==> config.mk <==
export PLATFORM = sky130hd
export DESIGN_NAME = montgomery_parameter_setup
export DESIGN_NICKNAME = d
export VERILOG_FILES = /design/src/design/mps_pkg.sv /design/src/design/mps_ctrl.sv /design/src/design/mps_dpath.sv /design/src/design/montgomery_parameter_setup.sv
export VERILOG_INCLUDE_DIRS = /design/src /design/src/design
export SDC_FILE = /design/constraint.sdc
export NUM_CORES = 1
export LEC_CHECK = 0
export BUFFER_PORTS_ARGS = -buffer_cell sky130_fd_sc_hd__buf_2
export CAP_MARGIN = 20
export CORE_MARGIN = 5
export CORE_UTILIZATION = 30
export CTS_CLUSTER_SIZE = 14
export DETAILED_ROUTE_END_ITERATION = 10
export GPL_ROUTABILITY_DRIVEN = 0
export PLACE_DENSITY = 0.42
export SKIP_CTS_REPAIR_TIMING = 1
export SYNTH_ARGS = -nofsm -noshare
export SYNTH_HDL_FRONTEND = slang
export SYNTH_SLANG_ARGS = --single-unit
==> constraint.sdc <==
create_clock -name aclk -period 3.6 [get_ports aclk]
set_clock_uncertainty 0.05 [all_clocks]
set_input_delay 0.18 -clock aclk [delete_from_list [all_inputs] [get_ports aclk]]
set_output_delay 0.18 -clock aclk [all_outputs]
set_load 0.01 [all_outputs]
==> src/design/assert_macros.svh <==
// Assertion helpers for the design.
`ifndef ASSERT_MACROS_SVH
`define ASSERT_MACROS_SVH

// Implication checked on the same clock edge.
`define ASSERT_IMPL(label, clk, rstn, ante, cons) \
    label: assert property (@(posedge clk) disable iff (!rstn) (ante) |-> (cons)) \
        else $error("assertion failed");

// Implication checked on the following clock edge.
`define ASSERT_NEXT(label, clk, rstn, ante, cons) \
    label: assert property (@(posedge clk) disable iff (!rstn) (ante) |=> (cons)) \
        else $error("assertion failed");

`endif

==> src/design/mps_pkg.sv <==
package mps_pkg;
    localparam int ModulusBits = 16;
    localparam int LenBits     = $clog2(ModulusBits + 1);
    localparam int IdxBits     = $clog2(ModulusBits);

    typedef enum logic [1:0] {
        ST_OK    = 2'd0,
        ST_EVEN  = 2'd1,
        ST_SMALL = 2'd2
    } status_t;

    typedef enum logic [1:0] {
        S_IDLE,
        S_LEN,
        S_INV,
        S_FIN
    } state_t;

    typedef struct packed {
        logic load;
        logic len_step;
        logic inv_start;
        logic inv_step;
        logic publish;
    } cmd_t;

    typedef struct packed {
        logic tmp_zero;
        logic inv_done;
        logic no_inverse;
    } sts_t;
endpackage

==> src/design/mps_ctrl.sv <==
module mps_ctrl (
    input  logic          aclk,
    input  logic          aresetn,
    input  logic          s_valid,
    output logic          s_ready,
    output logic          m_valid,
    input  logic          m_ready,
    input  mps_pkg::sts_t sts,
    output mps_pkg::cmd_t cmd
);
    import mps_pkg::*;

    state_t state_reg, state_next;
    logic   m_valid_reg, m_valid_next;
    logic   slot_free;

    assign slot_free = !m_valid_reg || m_ready;

    always_ff @(posedge aclk) begin
        if (!aresetn) begin
            state_reg   <= S_IDLE;
            m_valid_reg <= 1'b0;
        end else begin
            state_reg   <= state_next;
            m_valid_reg <= m_valid_next;
        end
    end

    always_comb begin
        state_next = state_reg;
        unique case (state_reg)
            S_IDLE: if (s_valid) state_next = S_LEN;
            S_LEN: begin
                if (sts.tmp_zero) state_next = sts.no_inverse ? S_FIN : S_INV;
            end
            S_INV: if (sts.inv_done) state_next = S_FIN;
            S_FIN: if (slot_free) state_next = S_IDLE;
            default: state_next = S_IDLE;
        endcase
    end

    always_comb begin
        cmd = '0;
        unique case (state_reg)
            S_IDLE: cmd.load = s_valid;
            S_LEN: begin
                cmd.len_step  = !sts.tmp_zero;
                cmd.inv_start = sts.tmp_zero;
            end
            S_INV: cmd.inv_step = !sts.inv_done;
            S_FIN: cmd.publish = slot_free;
            default: cmd = '0;
        endcase
    end

    always_comb begin
        m_valid_next = m_valid_reg && !m_ready;
        if (cmd.publish) m_valid_next = 1'b1;
    end

    assign s_ready = (state_reg == S_IDLE);
    assign m_valid = m_valid_reg;
endmodule

==> src/design/mps_dpath.sv <==
module mps_dpath (
    input  logic                                aclk,
    input  logic [mps_pkg::ModulusBits-1:0]     s_modulus,
    input  mps_pkg::cmd_t                       cmd,
    output mps_pkg::sts_t                       sts,
    output logic [4:0]                          m_bit_length,
    output logic [16:0]                         m_radix,
    output logic [15:0]                         m_n_prime,
    output logic [1:0]                          m_status
);
    import mps_pkg::*;

    logic [ModulusBits-1:0] n_reg, tmp_reg, y_reg;
    logic [ModulusBits:0]   s_reg, s_sum;
    logic [LenBits-1:0]     k_reg, i_reg;
    status_t                status;
    logic [4:0]             bl_reg;
    logic [16:0]            radix_reg;
    logic [15:0]            np_reg;
    logic [1:0]             st_reg;

    always_comb begin
        if (n_reg < ModulusBits'(2)) status = ST_SMALL;
        else if (!n_reg[0]) status = ST_EVEN;
        else status = ST_OK;
    end

    assign s_sum = s_reg + {1'b0, n_reg};

    always_ff @(posedge aclk) begin
        if (cmd.load) begin
            n_reg   <= s_modulus;
            tmp_reg <= s_modulus;
            k_reg   <= '0;
        end
        if (cmd.len_step) begin
            tmp_reg <= tmp_reg >> 1;
            k_reg   <= k_reg + LenBits'(1);
        end
        if (cmd.inv_start) begin
            s_reg <= (ModulusBits + 1)'(1);
            y_reg <= '0;
            i_reg <= '0;
        end
        if (cmd.inv_step) begin
            if (s_reg[0]) begin
                s_reg            <= s_sum >> 1;
                y_reg[i_reg[IdxBits-1:0]] <= 1'b1;
            end else begin
                s_reg <= s_reg >> 1;
            end
            i_reg <= i_reg + LenBits'(1);
        end
        if (cmd.publish) begin
            bl_reg    <= 5'(k_reg);
            radix_reg <= 17'(1) << k_reg;
            np_reg    <= (status == ST_OK) ? 16'(y_reg) : 16'd0;
            st_reg    <= status;
        end
    end

    assign sts.tmp_zero   = (tmp_reg == '0);
    assign sts.inv_done   = (i_reg == k_reg);
    assign sts.no_inverse = (status != ST_OK);

    assign m_bit_length = bl_reg;
    assign m_radix      = radix_reg;
    assign m_n_prime    = np_reg;
    assign m_status     = st_reg;
endmodule

==> src/design/montgomery_parameter_setup.sv <==
// Channel | Direction | Ports
// input   | in        | s_valid, s_ready, s_modulus
// result  | out       | m_valid, m_ready, m_bit_length, m_radix, m_n_prime, m_status
//
// One word is taken at a time; the result for an odd modulus is loaded after the
// bit-length count in S_LEN and the bit-serial inverse loop in S_INV.
// An even modulus, zero or one skips the inverse loop and goes from S_LEN straight to S_FIN.
// The next word can be taken in the cycle after the result is loaded.
// Reset is synchronous and active low and clears the controller only.
// A finished result waits in the output register while the next word is taken.
module montgomery_parameter_setup (
    input  logic        aclk,
    input  logic        aresetn,
    input  logic        s_valid,
    output logic        s_ready,
    input  logic [15:0] s_modulus,
    output logic        m_valid,
    input  logic        m_ready,
    output logic [4:0]  m_bit_length,
    output logic [16:0] m_radix,
    output logic [15:0] m_n_prime,
    output logic [1:0]  m_status
);
    import mps_pkg::*;
    `include "assert_macros.svh"

    cmd_t cmd;
    sts_t sts;

    mps_ctrl u_ctrl (
        .aclk    (aclk),
        .aresetn (aresetn),
        .s_valid (s_valid),
        .s_ready (s_ready),
        .m_valid (m_valid),
        .m_ready (m_ready),
        .sts     (sts),
        .cmd     (cmd)
    );

    mps_dpath u_dpath (
        .aclk         (aclk),
        .s_modulus    (s_modulus),
        .cmd          (cmd),
        .sts          (sts),
        .m_bit_length (m_bit_length),
        .m_radix      (m_radix),
        .m_n_prime    (m_n_prime),
        .m_status     (m_status)
    );

    `ASSERT_IMPL(a_radix, aclk, aresetn, m_valid, m_radix == (17'(1) << m_bit_length))
    `ASSERT_IMPL(a_np_zero, aclk, aresetn, m_valid && (m_status != ST_OK), m_n_prime == 16'd0)
    `ASSERT_IMPL(a_np_odd, aclk, aresetn, m_valid && (m_status == ST_OK), m_n_prime[0])
    `ASSERT_NEXT(a_load_busy, aclk, aresetn, s_valid && s_ready, !s_ready)
endmodule
# Yosys cells after proc, flatten, opt, wreduce, memory -nomap -nowiden
# Index checks and enable logic that the tools add are counted.
dict set report op_classes {
  n_eq_ne 8
  div_mod_pow 0
  n_shift 1
  muxes 27
  multipliers 0
  n_lt_le_gt_ge 3
  add_sub_neg 3
  bitwise 1
  reduce_logical 14
}
# cell count
set ops {}
lappend ops {{$mux 16} 4}
lappend ops {{$mux 17} 2}
lappend ops {{$mux 15} 2}
lappend ops {{$mux 5} 4}
lappend ops {{$add 17x16->17} 1}
lappend ops {{$shl 1x5->17 const A} 1}
lappend ops {{$logic_not 16->1} 1}
lappend ops {{$lt 16x2->1 const B} 1}
lappend ops {{$or 16x16->16} 1}
lappend ops {{$mux 2} 6}
lappend ops {{$add 5x1->5 const B} 2}
lappend ops {{$pmux 2 s4} 1}
lappend ops {{$mux 1} 7}
lappend ops {{$ne 2x1->1 const B} 3}
lappend ops {{$reduce_bool 2->1} 3}
lappend ops {{$eq 5x5->1} 1}
lappend ops {{$lt 4x5->1 const B} 1}
lappend ops {{$demux 1 s4} 1}
lappend ops {{$eq 2x2->1 const B} 2}
lappend ops {{$ge 4x1->1 const B} 1}
lappend ops {{$logic_not 1->1} 4}
lappend ops {{$logic_not 2->1} 2}
lappend ops {{$reduce_and 4->1} 1}
lappend ops {{$eq 2x1->1 const B} 1}
lappend ops {{3 further kinds} 4}
dict set report word_totals {
  ram_bits 0
  out_inout_bits 42
  n_memories 0
  register_bits 118
  mem_bits_ro 0
  latch_bits 0
  elab_cells 70
}

# Logic depth before layout (Yosys ltp)
# Gate-level depths: netlist of run 1.
dict set report logic_depth {
  depth_word 7
  ltp_mapped 10
  ltp_nobuf 8
}

# Modules after synthesis
# Synthesis of run 1 repeated with hierarchy kept, for this count alone.
dict set report unflattened {
  cells_unflattened 479
  hier_area_um2 5665.4
}
# mod seq_area_each_um2 cells_each area_each_um2 n_inst
set by_module_without_submodules {}
lappend by_module_without_submodules {mps_dpath 3253.1 452 5401.4 1}
lappend by_module_without_submodules {mps_ctrl 60.1 27 264.0 1}

# Worst setup path before layout of run 1
# OpenSTA, ideal clock, no wires.
dict set report synth_timing {
  path_type {register -> register}
  from {register u_ctrl.state_reg[0]}
  to {register u_dpath.bl_reg[0] (netlist: u_dpath.m_bit_length[0]) (enable)}
  required_time_ps 3108
  period_less_slack_ps 2873
  t_arrival_ps 2381
  setup_slack_ps 727
  path_stages_with_launch 3
  setup_ps 442
  path_buffers 0
  path_cell_list {dfxtp_1 > ha_1 > nor2b_1}
}
# item line_no
set synth_lines {}
lappend synth_lines {{start, declared} mps_ctrl.sv:13} ;# state_t state_reg, state_next;
lappend synth_lines {{start signal, assigned} mps_ctrl.sv:24} ;# state_reg <= state_next;
lappend synth_lines {{end signal, assigned} mps_dpath.sv:55} ;# bl_reg <= 5'(k_reg);
lappend synth_lines {{end, declared} mps_dpath.sv:17} ;# logic [4:0] bl_reg;

# Worst setup path in the final report of run 1
dict set report layout_timing {
  from {register u_dpath.k_reg[3]}
  to {register u_dpath.s_reg[0] (enable)}
}
dict set report layout_between {
  elab_chain_cells 4
}
# item line_no
set layout_rtl {}
lappend layout_rtl {{start, declared} mps_dpath.sv:15} ;# logic [LenBits-1:0] k_reg, i_reg;
lappend layout_rtl {{start signal, assigned} mps_dpath.sv:38} ;# k_reg <= k_reg + LenBits'(1);
lappend layout_rtl {{$eq 5x5->1} mps_dpath.sv:63} ;# assign sts.inv_done = (i_reg == k_reg);
lappend layout_rtl {{$logic_not 1->1} mps_ctrl.sv:50} ;# S_INV: cmd.inv_step = !sts.inv_done;
lappend layout_rtl {{$mux 1} mps_ctrl.sv:44} ;# unique case (state_reg)
lappend layout_rtl {{$reduce_bool 2->1 (no source line)} --}
lappend layout_rtl {{end signal, assigned} mps_dpath.sv:41} ;# s_reg <= (ModulusBits + 1)'(1);
lappend layout_rtl {{end signal, assigned} mps_dpath.sv:47} ;# s_reg <= s_sum >> 1;
lappend layout_rtl {{end signal, assigned} mps_dpath.sv:50} ;# s_reg <= s_reg >> 1;
lappend layout_rtl {{end, declared} mps_dpath.sv:14} ;# logic [ModulusBits:0] s_reg, s_sum;
# Every way passes these cells.
# A chain may end at the register's enable or synchronous reset.

==> impl_results.md, run 1 <==
* Outcome: completed
* Critical path type: reg -> reg
* Reg-to-Reg Start: u_dpath.k_reg[3]$_SDFFCE_PN0P_
* Busiest layer in global routing: met2
* Mapped Nets at about 530
* Most frequent cells in the layout: edfxtp_1, nand2_1, buf_2
* Port buffer count at 61
* Max-cap violations at 0
* Power Total at 0.00560 W
* Fin cells at 801
* Final wirelength at about 13000 um
* Setup TNS Final at 0 ps
* Hold worst-path end: u_ctrl.m_valid$_SDFF_PN0_
* CTS tree: done
* Reg2Reg Setup Slack at approximately 860 ps
* Slew margin rel. at a little over two fifths
* Post-Place Worst Slack at between 800 and 900 ps
* Pwr dens at 807 nW/um^2
* Full die area at ~21000 sq um
* Ys flop type: edfxtp_1
* First-pass GRT wire length at around 20000 um
* DIE WIDTH at between 100 and 150 um
* Placed Area at 6130 sq um
* Worst hold path cell count at 3
* CP max FO at 16
* Clock-pin slew on the worst setup and hold paths at 60 ps
* Crit path DAT at about 2800 ps
* Fraction of layout cells with a size suffix above 1 at 20.1%
* Initial antenna violation count at 0
* M1 GR Usage at around 16%
* Die Y at 146 um
* Fraction of registers with async set/reset at 0%
* Register area share after synthesis at between 50% and 60%
* Worst slew pin tran at 873 ps
* Placed Cells incl. Taps at 750
* DR iter-0 viols at roughly 230
* Largest net degree at the start of global routing at 41
* Fmax at about 360 MHz
* Fin nets at 609
* Synth warn at 0
* Fin crit period at between 2000 and 3000 ps
* Crit path required time at ~3700 ps
* Final Max Slew Viols at 0
* P_leak at about 2.7 nW
* Hold_sp: m_ready
* Met2 Track Usage GR at 19.4%
* Post-synth EDFFs at slightly below 100
* Hold Crit Class: in -> reg
* Dpl hpwl at between 9000 and 10000 um
* Drt via density at 4.82
* Crit share post-route at between 70% and 80%
* Mapped Area at between 5000 and 6000 sq um
* CP Capture Type: flip-flop
* Final setup fails at 0
* GR Util met3 at 3.66%
* Post-route DRC at 0
* WL/cell at around 16 um
* Number of cells produced by synthesis at about 480
* Row count at between 40 and 50
* I/O pin cnt at between 60 and 70
* Syn Area/Cell at about 12 sq um
* Distinct cells, synth at 46
* Peak supply drop at slightly above 0.0004 V
* Synthesis-to-layout area growth at 24.4%
* Max FFs per register at 17
* Number of global-route vias before repair at 3864
* Routed Antenna Nets at 0
* Sinks on Clock Net at between 100 and 150
* Initial Util at between 30% and 40%
* Fill cells at between 1.5k and 2k
* Final WS setup at approximately 860 ps
* Via count at ~3.9k
* CTS Buffer Depth at 2
* All-Layer GR Usage at between 10 and 15%
* Root Driver: clkbuf_16
* Overflow after GRT at 0
* First-pass DRT Iterations at 4
* Post-route cell area at approximately 6900 sq um
* R2r worst-path depth at 5
* Critical R2R Capture: u_dpath.s_reg[0]$_SDFFCE_PP1P_
* CORE AREA at approximately 18000 sq um
* Synth Register Bits at approximately 120
* Worst skew pair latency at around 400 ps
* Number of diodes at 0
* RSZ-0062 raised after global routing: no
* Startpoint Class: flip-flop
* Total CTS buffers at 17
* Most common cell after layout, fill and taps aside: edfxtp_1
* # H-tree levels at 4
* Final Hold Viols at 0
[routing by layer]
metal | share of wire [%] | routed length, um
met1 | 47 | 5930
met2 | 47 | 6010
met3 | 4.2 | 529
met4 | 1.5 | 196
met5 | 0 | 0
[through the flow]
| stage | hold WS, ps | utilization (%) |
|---|---|---|
| after floorplan | 229 | - |
| after global placement | 326 | 33.8 |
| after detailed placement | 333 | 33.8 |
| after CTS | -100 | 37.2 |
| after global routing | 90.1 | 38.3 |
| final | 90.6 | 38.3 |
[synthesized netlist by cell type (all sizes together) (8+ instances only)]
cell / count / area, sq um
a21oi: 16 / 80.1
a32o: 12 / 120
and2: 20 / 125
buf: 11 / 58.8
clkbuf: 10 / 37.5
dfxtp: 20 / 400
edfxtp: 97 / 2910
ha: 29 / 363
inv: 15 / 56.3
mux2i: 10 / 100
nand2: 70 / 263
nand3: 13 / 70.1
nor2: 35 / 134
nor2b: 8 / 50.1
nor3: 15 / 75.1
nor4: 10 / 62.6
o21ai: 13 / 65.1
xor2: 9 / 78.8
[cells by family after synthesis]
kind of cell / count (synthesis) / share of synthesized area (%)
AO/OA/AOI/OAI: 70 / 9.15
XOR/XNOR: 16 / 2.65
multiplexers: 16 / 3.01
flip-flops: 117 / 59.4
buffers and inverters: 36 / 2.74
adder cells (fa/ha/maj): 30 / 6.86
AND/OR/NAND/NOR: 190 / 16.2
[worst max path at each step]
stage / from / endpoint / depth (start not counted)
finish: u_dpath.k_reg[3]$_SDFFCE_PN0P_ / u_dpath.s_reg[0]$_SDFFCE_PP1P_ / 5
CTS: u_dpath.k_reg[3]$_SDFFCE_PN0P_ / u_dpath.s_reg[0]$_SDFFCE_PP1P_ / 5
global route: u_dpath.k_reg[3]$_SDFFCE_PN0P_ / u_dpath.s_reg[11]$_SDFFCE_PP0P_ / 7
global placement: u_dpath.k_reg[3]$_SDFFCE_PN0P_ / u_dpath.s_reg[6]$_SDFFCE_PP0P_ / 5
detailed placement: u_dpath.k_reg[3]$_SDFFCE_PN0P_ / u_dpath.s_reg[6]$_SDFFCE_PP0P_ / 5
floorplan: u_ctrl.state_reg[0]$_SDFFE_PN0P_ / u_dpath.m_bit_length[0]$_DFFE_PP_ / 2
[critical path, stage by stage, from the launching register on]
cell,delay (ps)
edfxtp_1,750
xnor2_2,180
nand2_1,120
o41ai_4,720
nand2_1,340
buf_4,320
[layout make-up]
class                   instances  area (sq um)  area share [%]
flip-flops and latches        117          3310            47.7
multi-input cells             322          2120            30.6
repair buffers                 86           548            7.89
clock buffers                  20           478            6.89
well taps                     229           287            4.13
clock inverters                12           139            2.00
inverters                      15          56.3           0.811
[power breakdown]
group	internal (W)	switching (W)	total [W]
logic	0.000643	0.000975	0.00162
clock network	0.00110	0.000626	0.00173
registers	0.00197	0.000285	0.00225
Power figures use the tool's default switching activity.
==> inputs of run 2 (changes only) <==
Settings changed: ABC_AREA set to 1.
Clock period 3.6 ns to 2.8 ns, I/O delays scaled along.
==> impl_results.md, run 2 <==
* Fin nets at 745 (was 609)
* Outcome: completed (unchanged)
* Worst skew pair latency at 420 ps (was 410 ps)
* Cell with the most instances after synthesis: nand2_1 (was edfxtp_1)
* First-pass DRT Iterations at 4 (unchanged)
* Final setup fails at 0 (unchanged)
* DR iter-0 viols at 276 (was 228)
* Hold Crit Class: in -> reg (unchanged)
* Reg2Reg Setup Slack at 640 ps (was 860 ps)
* CTS Buffer Depth at 2 (unchanged)
* Dpl hpwl at 9830 um (was 9040 um)
* Max stage delay on crit path at 440 ps (was 750 ps)
* Fmax at 464 MHz (was 365 MHz)
* Full die area at 21800 sq um (was 21400 sq um)
* Crit-path cells: nand2_1, inv_1, fa_1, nand3_1, nand2_1, nand2_1, nand2_1, nand2_1, a21oi_1, nor2_1, nor2_1 (was xnor2_2, nand2_1, o41ai_4, nand2_1, buf_4)
* Root Driver: clkbuf_16 (unchanged)
* First-pass GRT wire length at 22000 um (was 20500 um)
* Fraction of layout cells with a size suffix above 1 at 16.1% (was 20.1%)
* Initial antenna violation count at 0 (unchanged)
* Final core occ at 37.8% (was 38.3%)
* Reg-to-Reg Start: u_dpath.n_reg[0]$_DFFE_PP_ (was u_dpath.k_reg[3]$_SDFFCE_PN0P_)
* P_leak at 3.03 nW (was 2.69 nW)
* Largest net degree at the start of global routing at 41 (unchanged)
* Register area share after synthesis at 58.3% (was 59.4%)
* CP max stage cell: edfxtp_1 (unchanged)
* Number of cells produced by synthesis at 601 (was 475)
* Clk network pwr share at 31.0% (was 30.9%)
* Post-route DRC at 0 (unchanged)
* All-Layer GR Usage at 12.7% (was 12.2%)
* Port buffer count at 61 (unchanged)
* Most common cell after layout, fill and taps aside: nand2_1 (was edfxtp_1)
* Kind of cell adding the most delay to the critical path: simple AND/OR/NAND/NOR gates (was flip-flops)
* Ys flop type: edfxtp_1 (unchanged)
* Drt via density at 4.44 (was 4.82)
* Slew margin rel. at 51.1% (was 41.7%)
* Synth warn at 0 (unchanged)
* Comb pwr share at 29.4% (was 28.9%)
* # H-tree levels at 4 (unchanged)
* Final Max Slew Viols at 0 (unchanged)
* Initial Util at 30.5% (was 30.7%)
* Cell mode on critical path: nand2_1 (unchanged)
* Max-cap violations at 0 (unchanged)
* RSZ-0062 raised after global routing: no (unchanged)
* Synth area leaders: edfxtp_1, nand2_1, dfxtp_1 (was edfxtp_1, dfxtp_1, ha_1)
* Distinct cells, synth at 29 (was 46)
* Internal at 0.00454 W (was 0.00371 W)
* CP max FO at 3 (was 16)
* Critical path type: reg -> reg (unchanged)
* Setup TNS Final at 0 ps (unchanged)
* Crit share post-route at 77.0% (was 76.2%)
* I/O pin cnt at 62 (unchanged)
* Number of global-route vias before repair at 4264 (was 3864)
* Startpoint Class: flip-flop (unchanged)
* Die Y at 148 um (was 146 um)
* WL/cell at 14.2 um (was 15.8 um)
* Crit path required time at 2920 ps (was 3700 ps)
* Placed Cells incl. Taps at 893 (was 750)
* Mapped Nets at 651 (was 525)
* Fin cells at 942 (was 801)
* Pwr dens at 1000 nW/um^2 (was 807 nW/um^2)
* Synth area leader: edfxtp_1 (unchanged)
* Number of diodes at 0 (unchanged)
* Stages on worst setup path at 11 (was 5)
* Post-synth EDFFs at 97 (unchanged)
* Sw frac at 35.7% (was 33.7%)
* Most frequent cells in the layout: nand2_1, edfxtp_1, nor2_1 (was edfxtp_1, nand2_1, buf_2)
* Most frequent cells after synthesis: nand2_1, edfxtp_1, nor2_1 (was edfxtp_1, nand2_1, nor2_1)
* Fin crit period at 2160 ps (was 2740 ps)
* CTS tree: done (unchanged)
* R2r worst-path depth at 11 (was 5)
* Final Hold Viols at 0 (unchanged)
* Mapped Area at 5680 sq um (was 5580 sq um)
* Clock-pin slew on the worst setup and hold paths at 60 ps (about the same)
* DIE WIDTH at 148 um (was 146 um)
* Row count at 50 (was 49)
* Crit path DAT at 2280 ps (was 2840 ps)
* Critical R2R Capture: u_dpath.s_reg[13]$_SDFFCE_PP0P_ (was u_dpath.s_reg[0]$_SDFFCE_PP1P_)
* Synth Register Bits at 117 (unchanged)
* Via count at 4185 (was 3860)
* Final wirelength at 13400 um (was 12700 um)
* CP bufs+invs at 1 (unchanged)
* Sequential power share at 39.6% (was 40.2%)
* Synthesis-to-layout area growth at 24.0% (was 24.4%)
* Overflow after GRT at 0 (unchanged)
* Syn Area/Cell at 9.45 sq um (was 11.7 sq um)
* Worst hold path cell count at 4 (was 3)
* Post-synth top area share at 51.3% (was 52.2%)
* Peak supply drop at 0.000459 V (was 0.000405 V)
* Worst slew pin tran at 733 ps (was 873 ps)
* CP Capture Type: flip-flop (unchanged)
* Hold worst-path end: u_ctrl.m_valid$_SDFF_PN0_ (unchanged)
* Total CTS buffers at 17 (unchanged)
* Sinks on Clock Net at 117 (unchanged)
* NetSw at 0.00252 W (was 0.00189 W)
* Max FFs per register at 17 (unchanged)
* CORE AREA at 18600 sq um (was 18100 sq um)
* Routed Antenna Nets at 0 (unchanged)
* Hold_sp: m_ready (unchanged)
* Fraction of registers with async set/reset at 0% (unchanged)
[run 2: cell types whose count changed after synthesis, sizes merged, moves of 8 or more]
cell,previous run,this run
inv,15,79
and2,20,0
a21oi,16,26
mux2i,10,0
o21ai,13,23
nor2,35,83
nor2b,8,0
nand2,70,168
nand3,13,34
a32o,12,0
nor4,10,0
[run 2: worst register-to-register path, stage by stage (launching register included)]
cell	delay [ps]
edfxtp_1	440
nand2_1	130
inv_1	60
fa_1	400
nand3_1	110
nand2_1	120
nand2_1	80
nand2_1	110
nand2_1	170
a21oi_1	90
nor2_1	110
nor2_1	50
[run 2: layout make-up]
class	count	area [sq um]
Sequential cell	117	3310
Timing Repair Buffer	85	528
Clock buffer	19	443
Tap cell	234	293
Multi-Input combinational cell	395	2020
Clock inverter	13	149
Inverter	79	299
Fill cell	1924	11600
[run 2: per-layer routing]
layer | wire, um | GRT usage (%) | vias up
li1 | - | - | 2155
met1 | 6260 | 15.9 | 1923
met2 | 6310 | 21.1 | 93
met3 | 616 | 3.25 | 14
met4 | 219 | 4.75 | 0
met5 | 0 | 0 | -
[run 2: cell families (layout without fill, tap and decap cells)]
kind of cell             after synthesis  after routing  synth area share [%]
XOR/XNOR                              13             13                  2.00
buffers and inverters                 89            196                  6.32
AO/OA/AOI/OAI                         53             53                  4.82
AND/OR/NAND/NOR                      299            299                  21.8
flip-flops                           117            117                  58.3
adder cells (fa/ha/maj)               30             30                  6.74
[run 2: power by group through the flow]
stage / clock network, W / logic [W] / registers, W
after CTS: 0.00224 / 0.00209 / 0.00281
after global routing: 0.00234 / 0.00239 / 0.00285
after floorplan: 0 / 0.00156 / 0.00274
after global placement: 0 / 0.00206 / 0.00283
final: 0.00219 / 0.00208 / 0.00280
after detailed placement: 0 / 0.00208 / 0.00284
[run 2: how the worst max path moves through the flow]
stage                                        end                        startpoint  slack (ps)
4_1_cts          u_dpath.s_reg[13]$_SDFFCE_PP0P_        u_dpath.n_reg[0]$_DFFE_PP_         630
5_1_grt          u_dpath.s_reg[13]$_SDFFCE_PP0P_        u_dpath.n_reg[0]$_DFFE_PP_         480
3_5_place_dp     u_dpath.s_reg[13]$_SDFFCE_PP0P_        u_dpath.n_reg[0]$_DFFE_PP_         630
3_3_place_gp     u_dpath.s_reg[13]$_SDFFCE_PP0P_        u_dpath.n_reg[0]$_DFFE_PP_         620
6_report         u_dpath.s_reg[13]$_SDFFCE_PP0P_        u_dpath.n_reg[0]$_DFFE_PP_         640
2_1_floorplan  u_dpath.m_bit_length[0]$_DFFE_PP_  u_ctrl.state_reg[0]$_SDFFE_PN0P_         660
[run 2: per-stage QoR]
| step | total power (W) | area, sq um | hold WS, ps | setup WS (ps) |
|---|---|---|---|---|
| 6_report | 0.00706 | 7040 | 10.0 | 643 |
| 5_1_grt | 0.00759 | 7040 | 8.92 | 478 |
| 4_1_cts | 0.00714 | 6870 | -148 | 628 |
| 3_5_place_dp | 0.00492 | 6280 | 290 | 635 |
| 3_3_place_gp | 0.00490 | 6280 | 294 | 620 |
| 2_1_floorplan | 0.00430 | 5680 | 189 | 662 |
==> inputs of run 3 (changes only) <==
Settings changed: ABC_AREA 1 to 0.
Clock period 2.8 ns to 2.2 ns, I/O delays scaled along.
==> impl_results.md, run 3 (synthesized netlist as in run 1, its figures left out) <==
* Fill cells at 1762 (was 1924)
* Clock-pin slew on the worst setup and hold paths at 60 ps (about the same)
* WL/cell at 15.6 um (was 14.2 um)
* Most common cell after layout, fill and taps aside: edfxtp_1 (was nand2_1)
* Total CTS buffers at 17 (unchanged)
* Final WS setup at -68.8 ps (was 643 ps)
* Metal-1 WL at 6310 um (was 6260 um)
* Initial antenna violation count at 0 (unchanged)
* Row count at 49 (was 50)
* Routed Antenna Nets at 0 (unchanged)
* Dpl hpwl at 9430 um (was 9830 um)
* Number of global-route vias before repair at 4161 (was 4264)
* Metal3 WL at 433 um (was 616 um)
* Power Total at 0.0101 W (was 0.00706 W)
* Fin crit period at 2270 ps (was 2160 ps)
* I/O pin cnt at 62 (unchanged)
* Synthesis-to-layout area growth at 37.4% (was 24.0%)
* Routed wl met2 at 6460 um (was 6310 um)
* Crit share post-route at 103% (was 77.0%)
* CP max FO at 3 (unchanged)
* Number of diodes at 0 (unchanged)
* Fmax at 441 MHz (was 464 MHz)
* CTS Buffer Depth at 2 (unchanged)
* All-Layer GR Usage at 12.6% (was 12.7%)
* Max stage delay on crit path at 440 ps (about the same)
* Fraction of layout cells with a size suffix above 1 at 31.8% (was 16.1%)
* Post-route DRC at 0 (unchanged)
* Crit path DAT at 2470 ps (was 2280 ps)
* Largest net degree at the start of global routing at 41 (unchanged)
* Startpoint Class: flip-flop (unchanged)
* Max FFs per register at 17 (unchanged)
* Worst slew pin tran at 579 ps (was 733 ps)
* Sinks on Clock Net at 117 (unchanged)
* Crit-path cells: buf_6, fa_2, a211oi_4, o21ai_2, and2_4, a21oi_4, mux2_4, a31oi_1 (was nand2_1, inv_1, fa_1, nand3_1, nand2_1, nand2_1, nand2_1, nand2_1, a21oi_1, nor2_1, nor2_1)
* Setup TNS Final at -171 ps (was 0 ps)
* First-pass DRT Iterations at 4 (unchanged)
* Port buffer count at 61 (unchanged)
* Root Driver: clkbuf_16 (unchanged)
* Peak supply drop at 0.000571 V (was 0.000459 V)
* Full die area at 21400 sq um (was 21800 sq um)
* CTS tree: done (unchanged)
* Final Hold Viols at 0 (unchanged)
* Crit path required time at 2400 ps (was 2920 ps)
* Final wirelength at 13300 um (was 13400 um)
* P_leak at 3.02 nW (was 3.03 nW)
* Initial Util at 30.7% (was 30.5%)
* Final Max Slew Viols at 0 (unchanged)
* Hold_sp: m_ready (unchanged)
* Critical path type: reg -> reg (unchanged)
* CP max stage cell: edfxtp_1 (unchanged)
* Overflow after GRT at 0 (unchanged)
* # H-tree levels at 4 (unchanged)
* Via count at 4009 (was 4185)
* First-pass GRT wire length at 21300 um (was 22000 um)
* Reg2Reg Setup Slack at -70 ps (was 640 ps)
* Worst Setup SP: u_dpath.n_reg[1]$_DFFE_PP_ (was u_dpath.n_reg[0]$_DFFE_PP_)
* RSZ-0062 raised after global routing: yes (was no)
* Most frequent cells in the layout: edfxtp_1, nand2_1, buf_2 (was nand2_1, edfxtp_1, nor2_1)
* CP Capture Type: flip-flop (unchanged)
* Final setup fails at 5 (was 0)
* Die Y at 146 um (was 148 um)
* CORE AREA at 18100 sq um (was 18600 sq um)
* Slew margin rel. at 61.1% (was 51.1%)
* Outcome: finished with violations (was completed)
* Worst skew pair latency at 410 ps (was 420 ps)
* Pwr dens at 1310 nW/um^2 (was 1000 nW/um^2)
* Max-cap violations at 0 (unchanged)
* DR iter-0 viols at 169 (was 276)
* Hold Crit Class: in -> reg (unchanged)
* Drt via density at 4.68 (was 4.44)
* DIE WIDTH at 146 um (was 148 um)
* Failing checks: setup timing
* Fin nets at 665 (was 745)
* DR top layer: met4 (unchanged)
* Reg-to-Reg Start: u_dpath.n_reg[1]$_DFFE_PP_ (was u_dpath.n_reg[0]$_DFFE_PP_)
## run 3: changes by cell type in the layout (fill, tap and decap cells not counted), sizes merged, moves of 12 or more
cell and change:
nor2 -48, nand3 -21, nand2 -98, and2 +20, a32o +12, buf +57, inv -65
## run 3: worst paths after layout
path                            cells after the start                              to
worst max-delay path                                8  u_dpath.s_reg[7]$_SDFFCE_PP0P_
worst min-delay path                                3       u_ctrl.m_valid$_SDFF_PN0_
worst max register to register                      8  u_dpath.s_reg[7]$_SDFFCE_PP0P_
worst min register to register                      2       u_dpath.y_reg[14]$_DFF_P_
## run 3: through the flow
step                hold slack, ps  setup WS (ps)  std cells  utilization (%)  cell area, sq um
finish                        11.2          -68.8        857             42.2              7660
global placement               260           -185        800             36.1              6560
detailed placement             260           -188        800             36.1              6560
CTS                           -174           -191        832             39.5              7170
global route                  9.76           -160        857             42.2              7660
floorplan                      159           -285        475                -              5640
## run 3: routing by layer
metal  vias to the layer above  track usage (%)
met3                        11             3.22
met2                        60             20.7
met5                         -                0
met4                         0             4.52
li1                       2027                -
met1                      1911             16.3
## run 3: final cells by class
type,instances,area (sq um),share of cell area (%)
Clock inverter,10,116,1.52
Timing Repair Buffer,142,1000,13.0
Sequential cell,117,3310,43.2
Clock buffer,22,497,6.48
Tap cell,229,287,3.74
Inverter,15,56.3,0.735
Multi-Input combinational cell,322,2400,31.3
## run 3: report_power, final
group          switching [W]  internal, W
sequential          0.000338      0.00321
clock               0.000992      0.00184
combinational        0.00204      0.00165
total                0.00337      0.00669
## run 3: critical path, delay by kind of cell, from the launching register on
family,cells,cell delay [ps]
buf+inv,1,150
fa+ha+maj,1,360
flops,1,440
simple gates,1,200
compound gates,4,610
mux,1,310
